==> config.mk <==
export PLATFORM = sky130hd
export DESIGN_NAME = note_dispense_greedy
export DESIGN_NICKNAME = d
export VERILOG_FILES = /design/src/rtl/ndg_pkg.sv /design/src/rtl/ndg_cell.sv /design/src/rtl/note_dispense_greedy.sv
export SDC_FILE = /design/constraint.sdc
export NUM_CORES = 2
export LEC_CHECK = 0
export ABC_AREA = 1
export BUFFER_PORTS_ARGS = -buffer_cell sky130_fd_sc_hd__buf_2
export CORE_MARGIN = 8
export CORE_UTILIZATION = 55
export DETAILED_ROUTE_END_ITERATION = 16
export PLACE_DENSITY = 0.79
export SLEW_MARGIN = 25
export SYNTH_ARGS = -nofsm -noshare
export SYNTH_HDL_FRONTEND = slang
export SYNTH_SLANG_ARGS = --single-unit
==> constraint.sdc <==
create_clock -name clk -period 8.7 [get_ports clk]
set_input_delay 0 -clock clk [delete_from_list [all_inputs] [get_ports clk]]
set_output_delay 0 -clock clk [all_outputs]
set_load 0.02 [all_outputs]
==> src/rtl/ndg_pkg.sv <==
// Shared types and constants of the note dispenser.
package ndg_pkg;

    localparam int NUM_DENOM = 8;
    localparam int AMOUNT_W  = 20;
    localparam int REM_W     = 18;
    localparam int STOCK_W   = 14;
    localparam int BAL_W     = 18;
    localparam int IN_W      = 24;
    localparam int OUT_W     = 104;

    localparam int unsigned DENOM_VALUE [NUM_DENOM] =
        '{500, 150, 50, 20, 10, 5, 2, 1};
    localparam int unsigned STOCK_RESET [NUM_DENOM] =
        '{100, 200, 400, 800, 1600, 3200, 6400, 12800};

    localparam logic [BAL_W-1:0] BALANCE_RESET = BAL_W'(173600);

    typedef enum logic [1:0] {
        STATUS_OK     = 2'd0,
        STATUS_INSUF  = 2'd1,
        STATUS_NO_PAY = 2'd2
    } status_t;

    // remaining amount handed from one cell to the next
    typedef struct packed {
        logic             valid;
        logic [REM_W-1:0] rem;
    } cell_link_t;

endpackage

==> src/rtl/ndg_cell.sv <==
// One denomination cell: holds its stock, takes notes from the passing remainder.
module ndg_cell #(
    parameter int unsigned DENOM       = 500,
    parameter int unsigned RESET_STOCK = 100
) (
    input  logic                                 clk,
    input  logic                                 rst_n,
    input  ndg_pkg::cell_link_t                  link_in,
    output ndg_pkg::cell_link_t                  link_out,
    input  logic                                 commit,
    output logic [ndg_pkg::STOCK_W-1:0]          take
);

    localparam int REM_W   = ndg_pkg::REM_W;
    localparam int STOCK_W = ndg_pkg::STOCK_W;
    localparam int SHIFT   = 24;
    localparam int RECIP_W = SHIFT + 1;
    localparam int PROD_W  = REM_W + RECIP_W;
    localparam int unsigned RECIP = (32'd1 << SHIFT) / DENOM;

    logic               v1_reg;
    logic [REM_W-1:0]   r1_reg;
    logic [REM_W-1:0]   q0_reg;
    logic               v2_reg;
    logic [REM_W-1:0]   rem_out_reg, rem_out_next;
    logic [STOCK_W-1:0] take_reg, take_next;
    logic [STOCK_W-1:0] stock_reg;

    logic [PROD_W-1:0]  prod;
    logic [REM_W-1:0]   rem0;
    logic               fix;
    logic [REM_W-1:0]   q;
    logic [REM_W-1:0]   rmod;
    logic [REM_W-1:0]   cap;

    // quotient estimate by reciprocal, low by at most one
    assign prod = PROD_W'(link_in.rem) * PROD_W'(RECIP);

    always_comb
    begin
        rem0 = r1_reg - REM_W'(q0_reg * REM_W'(DENOM));
        fix  = (rem0 >= REM_W'(DENOM));
        q    = q0_reg + REM_W'(fix);
        rmod = fix ? (rem0 - REM_W'(DENOM)) : rem0;
        cap  = REM_W'(REM_W'(stock_reg) * REM_W'(DENOM));
        if (q >= REM_W'(stock_reg))
        begin
            take_next    = stock_reg;
            rem_out_next = r1_reg - cap;
        end
        else
        begin
            take_next    = q[STOCK_W-1:0];
            rem_out_next = rmod;
        end
    end

    always_ff @(posedge clk or negedge rst_n)
    begin
        if (!rst_n)
        begin
            v1_reg    <= 1'b0;
            v2_reg    <= 1'b0;
            stock_reg <= STOCK_W'(RESET_STOCK);
        end
        else
        begin
            v1_reg <= link_in.valid;
            v2_reg <= v1_reg;
            if (commit)
                stock_reg <= stock_reg - take_reg;
        end
    end

    always_ff @(posedge clk)
    begin
        if (link_in.valid)
        begin
            r1_reg <= link_in.rem;
            q0_reg <= REM_W'(prod >> SHIFT);
        end
        if (v1_reg)
        begin
            rem_out_reg <= rem_out_next;
            take_reg    <= take_next;
        end
    end

    assign link_out.valid = v2_reg;
    assign link_out.rem   = rem_out_reg;
    assign take           = take_reg;

endmodule

==> src/rtl/note_dispense_greedy.sv <==
// Note dispenser top level: request control, cell chain and result register.
//
//  channel | dir | tdata fields (lsb first)                          | tuser/tlast
//  s_axis  | in  | amount[19:0], zero pad to 24                      | none
//  m_axis  | out | status, count_500..count_1, balance_after (104 b) | none
//
//  A request runs through eight denomination cells, each registering a
//  reciprocal multiply, then a correction and take; a request over the
//  balance skips the chain and goes straight to the result.
//  One request is in work at a time; the next beat is taken while a result waits.
//  Reset loads the stock of every denomination; no clearing pass.
//  A stalled result holds its beat; completion waits for the result register.
module note_dispense_greedy (
    input  logic                       clk,
    input  logic                       rst_n,
    input  logic                       s_tvalid,
    output logic                       s_tready,
    input  logic [ndg_pkg::IN_W-1:0]   s_tdata,   // amount[19:0]
    output logic                       m_tvalid,
    input  logic                       m_tready,
    output logic [ndg_pkg::OUT_W-1:0]  m_tdata    // status, count_500, count_150, count_50,
                                                  // count_20, count_10, count_5, count_2,
                                                  // count_1, balance_after
);

    localparam int N       = ndg_pkg::NUM_DENOM;
    localparam int STOCK_W = ndg_pkg::STOCK_W;
    localparam int BAL_W   = ndg_pkg::BAL_W;
    localparam int REM_W   = ndg_pkg::REM_W;

    typedef enum logic [2:0] {
        ST_IDLE = 3'b001,
        ST_RUN  = 3'b010,
        ST_FIN  = 3'b100
    } state_t;

    state_t                       state_reg, state_next;
    ndg_pkg::status_t             status_reg, status_next;
    logic [ndg_pkg::AMOUNT_W-1:0] amount_reg;
    logic [BAL_W-1:0]             balance_reg, balance_next;
    logic                         out_valid_reg;
    logic [ndg_pkg::OUT_W-1:0]    out_data_reg, out_data_next;

    ndg_pkg::cell_link_t          link [N+1];
    logic [STOCK_W-1:0]           take [N];
    logic                         commit;
    logic                         accept;
    logic                         finish;
    logic                         insuf;
    logic [STOCK_W-1:0]           cnt [N];

    assign s_tready = (state_reg == ST_IDLE);
    assign accept   = s_tvalid && s_tready;
    assign insuf    = (s_tdata[ndg_pkg::AMOUNT_W-1:0] >
                       ndg_pkg::AMOUNT_W'(balance_reg));
    assign finish   = (state_reg == ST_FIN) && (!out_valid_reg || m_tready);
    assign commit   = finish && (status_reg == ndg_pkg::STATUS_OK);

    assign link[0].valid = accept && !insuf;
    assign link[0].rem   = s_tdata[REM_W-1:0];

    for (genvar k = 0; k < N; k++)
    begin : g_cell
        ndg_cell #(
            .DENOM       (ndg_pkg::DENOM_VALUE[k]),
            .RESET_STOCK (ndg_pkg::STOCK_RESET[k])
        ) u_cell (
            .clk      (clk),
            .rst_n    (rst_n),
            .link_in  (link[k]),
            .link_out (link[k+1]),
            .commit   (commit),
            .take     (take[k])
        );
        assign cnt[k] = (status_reg == ndg_pkg::STATUS_OK) ? take[k] : '0;
    end

    always_comb
    begin
        state_next  = state_reg;
        status_next = status_reg;
        case (state_reg)
            ST_IDLE:
            begin
                if (accept)
                begin
                    state_next  = insuf ? ST_FIN : ST_RUN;
                    status_next = insuf ? ndg_pkg::STATUS_INSUF : ndg_pkg::STATUS_OK;
                end
            end
            ST_RUN:
            begin
                if (link[N].valid)
                begin
                    state_next  = ST_FIN;
                    status_next = (link[N].rem == '0) ? ndg_pkg::STATUS_OK
                                                      : ndg_pkg::STATUS_NO_PAY;
                end
            end
            ST_FIN:
            begin
                if (finish)
                    state_next = ST_IDLE;
            end
            default:
            begin
                state_next = ST_IDLE;
            end
        endcase
    end

    // on success the notes taken add up to the amount
    assign balance_next = (status_reg == ndg_pkg::STATUS_OK)
                        ? balance_reg - amount_reg[BAL_W-1:0] : balance_reg;

    assign out_data_next = {balance_next,
                            cnt[7][13:0], cnt[6][12:0], cnt[5][11:0], cnt[4][10:0],
                            cnt[3][9:0],  cnt[2][8:0],  cnt[1][7:0],  cnt[0][6:0],
                            status_reg};

    always_ff @(posedge clk or negedge rst_n)
    begin
        if (!rst_n)
        begin
            state_reg     <= ST_IDLE;
            status_reg    <= ndg_pkg::STATUS_OK;
            balance_reg   <= ndg_pkg::BALANCE_RESET;
            out_valid_reg <= 1'b0;
        end
        else
        begin
            state_reg  <= state_next;
            status_reg <= status_next;
            if (finish)
            begin
                balance_reg   <= balance_next;
                out_valid_reg <= 1'b1;
            end
            else if (m_tready)
            begin
                out_valid_reg <= 1'b0;
            end
        end
    end

    always_ff @(posedge clk)
    begin
        if (accept)
            amount_reg <= s_tdata[ndg_pkg::AMOUNT_W-1:0];
        if (finish)
            out_data_reg <= out_data_next;
    end

    assign m_tvalid = out_valid_reg;
    assign m_tdata  = out_data_reg;

    a_bal_bound: assert property (@(posedge clk) disable iff (!rst_n)
        balance_reg <= ndg_pkg::BALANCE_RESET)
        else $error("balance above initial stock value");

    a_chain_end_in_run: assert property (@(posedge clk) disable iff (!rst_n)
        link[N].valid |-> state_reg == ST_RUN)
        else $error("chain result outside run state");

    a_commit_ok: assert property (@(posedge clk) disable iff (!rst_n)
        commit |-> balance_reg >= amount_reg[BAL_W-1:0])
        else $error("commit would underflow balance");

    a_accept_leaves_idle: assert property (@(posedge clk) disable iff (!rst_n)
        accept |=> state_reg != ST_IDLE)
        else $error("accepted beat left block idle");

endmodule

; Word level (Yosys, flattened, before mapping)
; Index checks and enable logic that the tools add are counted.
; Widths: inputs -> output; s select.
[classes]
addsub = 41
n_mul = 18
magnitude_cmp = 17
eq_ne = 6
mux = 37
reduce_logical = 13
[op_table]
columns = cell, n
row1 = $mux 18, 17
row2 = $sub 18x18->18, 14
row3 = $ge 18x14->1, 8
row4 = $mux 14, 8
row5 = $sub 14x14->14, 8
row6 = $mul 18x22->40 const B, 1
row7 = $mul 18x21->39 const B, 1
row8 = $mul 18x18->36 const B, 1
row9 = $mul 14x3->17 const B, 2
row10 = $mul 18x16->34 const B, 1
row11 = $mul 18x15->33 const B, 1
row12 = $mul 14x3->16 const B, 2
row13 = $mul 18x14->32 const B, 1
row14 = $gt 20x18->1, 1
row15 = $add 17x1->18, 1
row16 = $add 18x1->18, 1
row17 = $ge 18x1->1 const B, 1
row18 = $ge 18x2->1 const B, 1
row19 = $ge 18x3->1 const B, 1
row20 = $ge 18x4->1 const B, 1
row21 = $ge 18x5->1 const B, 1
row22 = $ge 18x6->1 const B, 1
row23 = $ge 18x8->1 const B, 1
row24 = $ge 18x9->1 const B, 1
row25 = other kinds (42), 56
[totals]
register_bits = 770
in_bits = 28

; Longest topological paths before layout
[logic_depth]
ltp_word = 6
ltp_mapped = 47
depth_no_buf = 46

; Modules after synthesis
; From an unflattened synthesis, not the netlist that was laid out.
[unflattened]
cells_unflattened = 11830
hier_area_um2 = 96862.9
[by_module_without_submodules]
columns = module, instances, cells_per_inst, area_each_um2, seq_area_each_um2
row1 = ndg_cell (g_cell[2].u_cell), 1, 1722, 14626.5, 2296.0
row2 = ndg_cell (g_cell[1].u_cell), 1, 1716, 14061.0, 2235.9
row3 = ndg_cell (g_cell[3].u_cell), 1, 1670, 13573.0, 2326.0
row4 = ndg_cell (g_cell[4].u_cell), 1, 1701, 13140.1, 2356.0
row5 = ndg_cell (g_cell[5].u_cell), 1, 1649, 12957.4, 2386.0
row6 = ndg_cell (g_cell[0].u_cell), 1, 1547, 12787.3, 2205.9
row7 = note_dispense_greedy, 1, 753, 7168.1, 4272.8
row8 = ndg_cell (g_cell[6].u_cell), 1, 545, 4375.4, 1905.6
row9 = ndg_cell (g_cell[7].u_cell), 1, 527, 4174.0, 1905.6

; Worst setup path before layout
; Ideal clock, no wire load.
[synth_path]
kind = reg-to-reg
from = reg g_cell[0].u_cell.q0_reg[5]
to = reg g_cell[0].u_cell.take_reg[1] (data pin)
setup_time_ns = 0.266
arrival_ns = 7.412
required_ns = 8.434
path_slack_ns = 1.023
stages_incl_launch_ff = 46
path_buffers = 2
period_less_slack_ns = 7.677
path_cell_list = edfxtp_1 -> inv_1 -> fa_1 -> fa_1 -> inv_1 -> fa_1 -> inv_1 -> fa_1 -> inv_1 -> ha_1 -> nand2_1 -> nor3_1 -> nand2_1 -> o211ai_1 -> a21oi_1 -> o21bai_1 -> nand2_1 -> a21oi_1 -> (+10 left out) -> nand4_2 -> buf_6 -> ha_1 -> nand3_1 -> nor2_1 -> nand2_1 -> xor2_1 -> ha_1 -> nand2_1 -> nor2_1 -> nand2_1 -> o211ai_1 -> nand2_1 -> nand3_1 -> or2_2 -> clkinv_1 -> clkbuf_1 -> o21ai_0
[synth_between]
elab_chain_cells = 6
[synth_lines]
columns = element, line
row1 = start: declaration, ndg_cell.sv:23  ; logic [REM_W-1:0] q0_reg;
row2 = start signal: assignment, ndg_cell.sv:80  ; q0_reg <= REM_W'(prod >> SHIFT);
row3 = $mul 10x7->16, ndg_cell.sv:41  ; rem0 = r1_reg - REM_W'(q0_reg * REM_W'(DENOM));
row4 = $sub 18x18->18, ndg_cell.sv:41
row5 = $ge 18x9->1, ndg_cell.sv:42  ; fix = (rem0 >= REM_W'(DENOM));
row6 = $add 10x1->11 *, ndg_cell.sv:43  ; q = q0_reg + REM_W'(fix);
row7 = $ge 18x14->1, ndg_cell.sv:46  ; if (q >= REM_W'(stock_reg))
row8 = $mux 14 *, ndg_cell.sv:46
row9 = named net g_cell[0].u_cell.take_next[1], ndg_cell.sv:26  ; logic [STOCK_W-1:0] take_reg, take_next;
row10 = end signal: assignment, ndg_cell.sv:85  ; take_reg <= take_next;
row11 = end: declaration, ndg_cell.sv:26
; The timed path passes the listed nets; every way through them passes the cells marked *.
; A chain may end at the register's enable or synchronous reset.

; Final worst setup path
[layout_path]
from = reg g_cell[1].u_cell.q0_reg[8]
to = reg g_cell[1].u_cell.rem_out_reg[16] (data pin)
[layout_between]
elab_chain_cells = 6
word_cells_on_any_way = 8
classes_between = 3 x add/sub / 1 x mul / 2 x order compare / 2 x mux
[layout_lines]
columns = element, line
row1 = start: declaration, ndg_cell.sv:23
row2 = start signal: assignment, ndg_cell.sv:80
row3 = $mul 11x7->17, ndg_cell.sv:41
row4 = $sub 18x18->18, ndg_cell.sv:41
row5 = $ge 18x8->1, ndg_cell.sv:42
row6 = $add 11x1->12, ndg_cell.sv:43
row7 = $ge 18x14->1, ndg_cell.sv:46
row8 = $mux 18 *, ndg_cell.sv:46
row9 = named net g_cell[1].u_cell.rem_out_next[16], ndg_cell.sv:25  ; logic [REM_W-1:0] rem_out_reg, rem_out_next;
row10 = end signal: assignment, ndg_cell.sv:84  ; rem_out_reg <= rem_out_next;
row11 = end: declaration, ndg_cell.sv:25
; Marked as above.

==> qor.txt <==
Fin. Hold Viols: 0
die width: 425 µm
Worst Reg-to-Reg Cells: 42
Mapped Cells: 10800
Worst EP arrival: 8.61 ns
hold-critical path depth: 5
clock sink count: 753
Syn Std Cell Area: 92100 µm²
GR Overflow Total: 0
synthesis-stage register bit count: 753
Post-DP HPWL: 196000 µm
syn_area_per_cell: 8.54 µm²
reg2reg end: g_cell[1].u_cell.rem_out_reg[16]
main combinational cell family by area after synthesis: adder cells
antenna violations before repair: 2
share of flip-flops with an asynchronous set or reset: 0.202
Root Buffer: clkbuf_16
Fmax: 0.123 GHz
first-pass GRT wire length: 384000 µm
FF-to-FF Start: g_cell[1].u_cell.q0_reg[8]
min-delay src: m_tready
TritonCTS Buffers: 88
drt wl/cell: 17.9 µm
share of layout cells above drive strength 1: 0.0475
Final period util: 0.936
clk slew on worst S/H paths: 0.06 ns
Layout Cells excl Fill: 13300
commonest non-fill, non-tap cell in the layout: inv_1
R2R Setup Slk: 0.55 ns
Critical Path Max Stage Delay: 0.57 ns
Post-Synth XOR/XNOR Area: 0.0476
Crit path top cell by count: nand2_1
register area share after synthesis: 0.238
Main synth FF type: edfxtp_1
peak fanout along the critical path: 12
Slew @ Worst Pin: 1.02 ns
Detail Route Antenna Nets: 0
Placed Instances: 13100
n_diodes: 0
Slew HR: 0.320
Area Overhead vs Synth: 7.55%
vias: 73800
Hold Path Class: in -> reg
post-synthesis mux area share: 0
WP data required: 9.16 ns
die area: 181000 µm²
number of nets in the layout: 13300
largest net degree at the start of global routing: 66
yosys warns: 0
hold endpoint: m_tvalid
crit path time final: 8.15 ns
Final Max Slew Viols: 0
Core Util, Final: 0.594
FP Rows: 150
final WL: 238000 µm
Ports: 134
critical path type: reg -> reg
Vias/cell: 5.56
Worst Skew: 0.0406 ns
Die H: 425 µm
vias in the first global route: 74200
Starting Density: 0.553
most frequent cells in the layout: inv_1, nand2_1, ha_1
maximum capacitance violations: 0
crit path capture type: register
clk_lat worst skew: 0.73 ns
Iter 0 DRT Violations: 5913
compound-gate portion of the synthesized area: 0.0937
Post-synth EDFFs: 601
Post-Synth Adder-Cell Area: 0.370
critical path's slowest cell: fa_1
drt drc: 0
synth unique cells: 67
CTS Buffer Depth: 3
GPL Wtd Cong: 0.963
GRT Util Overall: 0.260
H-tree depth: 3
Synth Area in Simple Gates: 0.159
final setup TNS: 0 ns
drt first pass iters: 7
Port-buffer cells: 129
status: finished, final reports clean
core box area: 167000 µm²
CTS tree: yes
final setup fails: 0
crit start category: register
==> worst max-delay path, delay by kind of cell (launching register included) <==
family / cells / cell delay, ns
adders and majority gates: 9 / 3.12
xor gates and xnor gates: 2 / 0.41
buffers and inverters: 6 / 0.69
DFF: 1 / 0.54
AOI/OAI and AO/OA: 6 / 0.76
and+or+nand+nor: 19 / 2.34
==> synthesized netlist by cell type, types with 5 or more instances <==
| master | n | area [µm²] |
|---|---|---|
| and2_1 | 9 | 56.3 |
| or2_2 | 63 | 394 |
| nand2_1 | 1894 | 7110 |
| a211oi_1 | 15 | 113 |
| a21o_1 | 48 | 360 |
| nor2_2 | 14 | 87.6 |
| o21a_1 | 23 | 173 |
| nand4_1 | 114 | 713 |
| ha_1 | 1625 | 20300 |
| o211ai_1 | 37 | 278 |
| o22ai_1 | 19 | 119 |
| clkbuf_1 | 64 | 240 |
| xor2_1 | 318 | 2790 |
| nor3_1 | 75 | 375 |
| o31ai_1 | 16 | 120 |
| a21oi_1 | 684 | 3420 |
| nand3b_1 | 40 | 300 |
| nand3_2 | 14 | 140 |
| dfrtp_1 | 121 | 3030 |
| o221ai_1 | 7 | 61.3 |
| edfxtp_1 | 601 | 18000 |
| dfstp_2 | 31 | 815 |
| o2111ai_1 | 21 | 184 |
| nor2_4 | 7 | 78.8 |
| o21ai_1 | 18 | 90.1 |
| nor2_1 | 627 | 2350 |
| o21ai_0 | 551 | 2760 |
| nor4_1 | 33 | 206 |
| nand3_1 | 490 | 2450 |
| xnor2_1 | 161 | 1410 |
| buf_4 | 5 | 37.5 |
| fa_1 | 688 | 13800 |
| inv_1 | 2144 | 8050 |
| a21boi_0 | 25 | 188 |
| xnor2_2 | 5 | 81.3 |
| o21bai_1 | 26 | 195 |
| nand2_2 | 22 | 138 |
| a31oi_1 | 49 | 307 |
| buf_2 | 13 | 65.1 |
| a221oi_1 | 9 | 78.8 |
==> through the flow <==
stage          cell area, µm²  hold WS [ns]  setup WS (ns)
2_1_floorplan           92100        -0.296           1.02
3_5_place_dp            95500       0.00250          0.306
6_report                99000         0.182          0.553
5_1_grt                 99000         0.188        -0.0155
3_3_place_gp            95500       0.00322          0.448
4_1_cts                 98900        0.0658          0.267
==> what timing repair did <==
action,in CTS,in global routing
hold buffers,29,0
setup endpoints to repair,0,58
resized for setup,0,9
buffers inserted,0,14
endpoints found under the hold margin,145,0
==> routing by layer <==
metal | share of wire | up-vias | global-route usage
met5 | 0 | - | 0
met3 | 0.057 | 482 | 0.0275
met4 | 0.041 | 0 | 0.0987
met1 | 0.44 | 35300 | 0.351
li1 | - | 35900 | -
met2 | 0.47 | 2182 | 0.434
==> logic make-up (layout without fill, tap and decap cells) <==
| logic type | Yosys count | after routing |
|---|---|---|
| DFF | 753 | 753 |
| buffers and inverters | 2237 | 2528 |
| other | 1 | 3 |
| xor gates and xnor gates | 489 | 489 |
| adders and majority gates | 2313 | 2313 |
| AOI/OAI and AO/OA | 1568 | 1568 |
| and+or+nand+nor | 3419 | 3419 |
==> final cells by class <==
cell class	instances	area [µm²]
Clock buffer	108	2360
Fill cell	14100	67600
Timing Repair Buffer	214	1400
Multi-Input combinational cell	7792	61800
Inverter	2150	8080
Tap cell	2204	2760
Sequential cell	753	21900
Clock inverter	56	797
==> worst max path at each step <==
stage	end	depth (start not counted)	startpoint	slack [ns]
after floorplan	g_cell[0].u_cell.take[1]	45	g_cell[0].u_cell.q0_reg[5]	1.02
after global placement	g_cell[1].u_cell.rem_out_reg[11]	46	g_cell[1].u_cell.q0_reg[7]	0.45
after detailed placement	g_cell[1].u_cell.rem_out_reg[16]	46	g_cell[1].u_cell.q0_reg[7]	0.31
after CTS	g_cell[1].u_cell.rem_out_reg[16]	46	g_cell[1].u_cell.q0_reg[7]	0.27
after global routing	g_cell[0].u_cell.rem_out_reg[2]	43	g_cell[0].u_cell.q0_reg[2]	-0.02
final	g_cell[1].u_cell.rem_out_reg[16]	42	g_cell[1].u_cell.q0_reg[8]	0.55
Power is left out: the tool's default activity adds up to more than one toggle a clock period on the data nets, which glitch-free logic cannot reach.
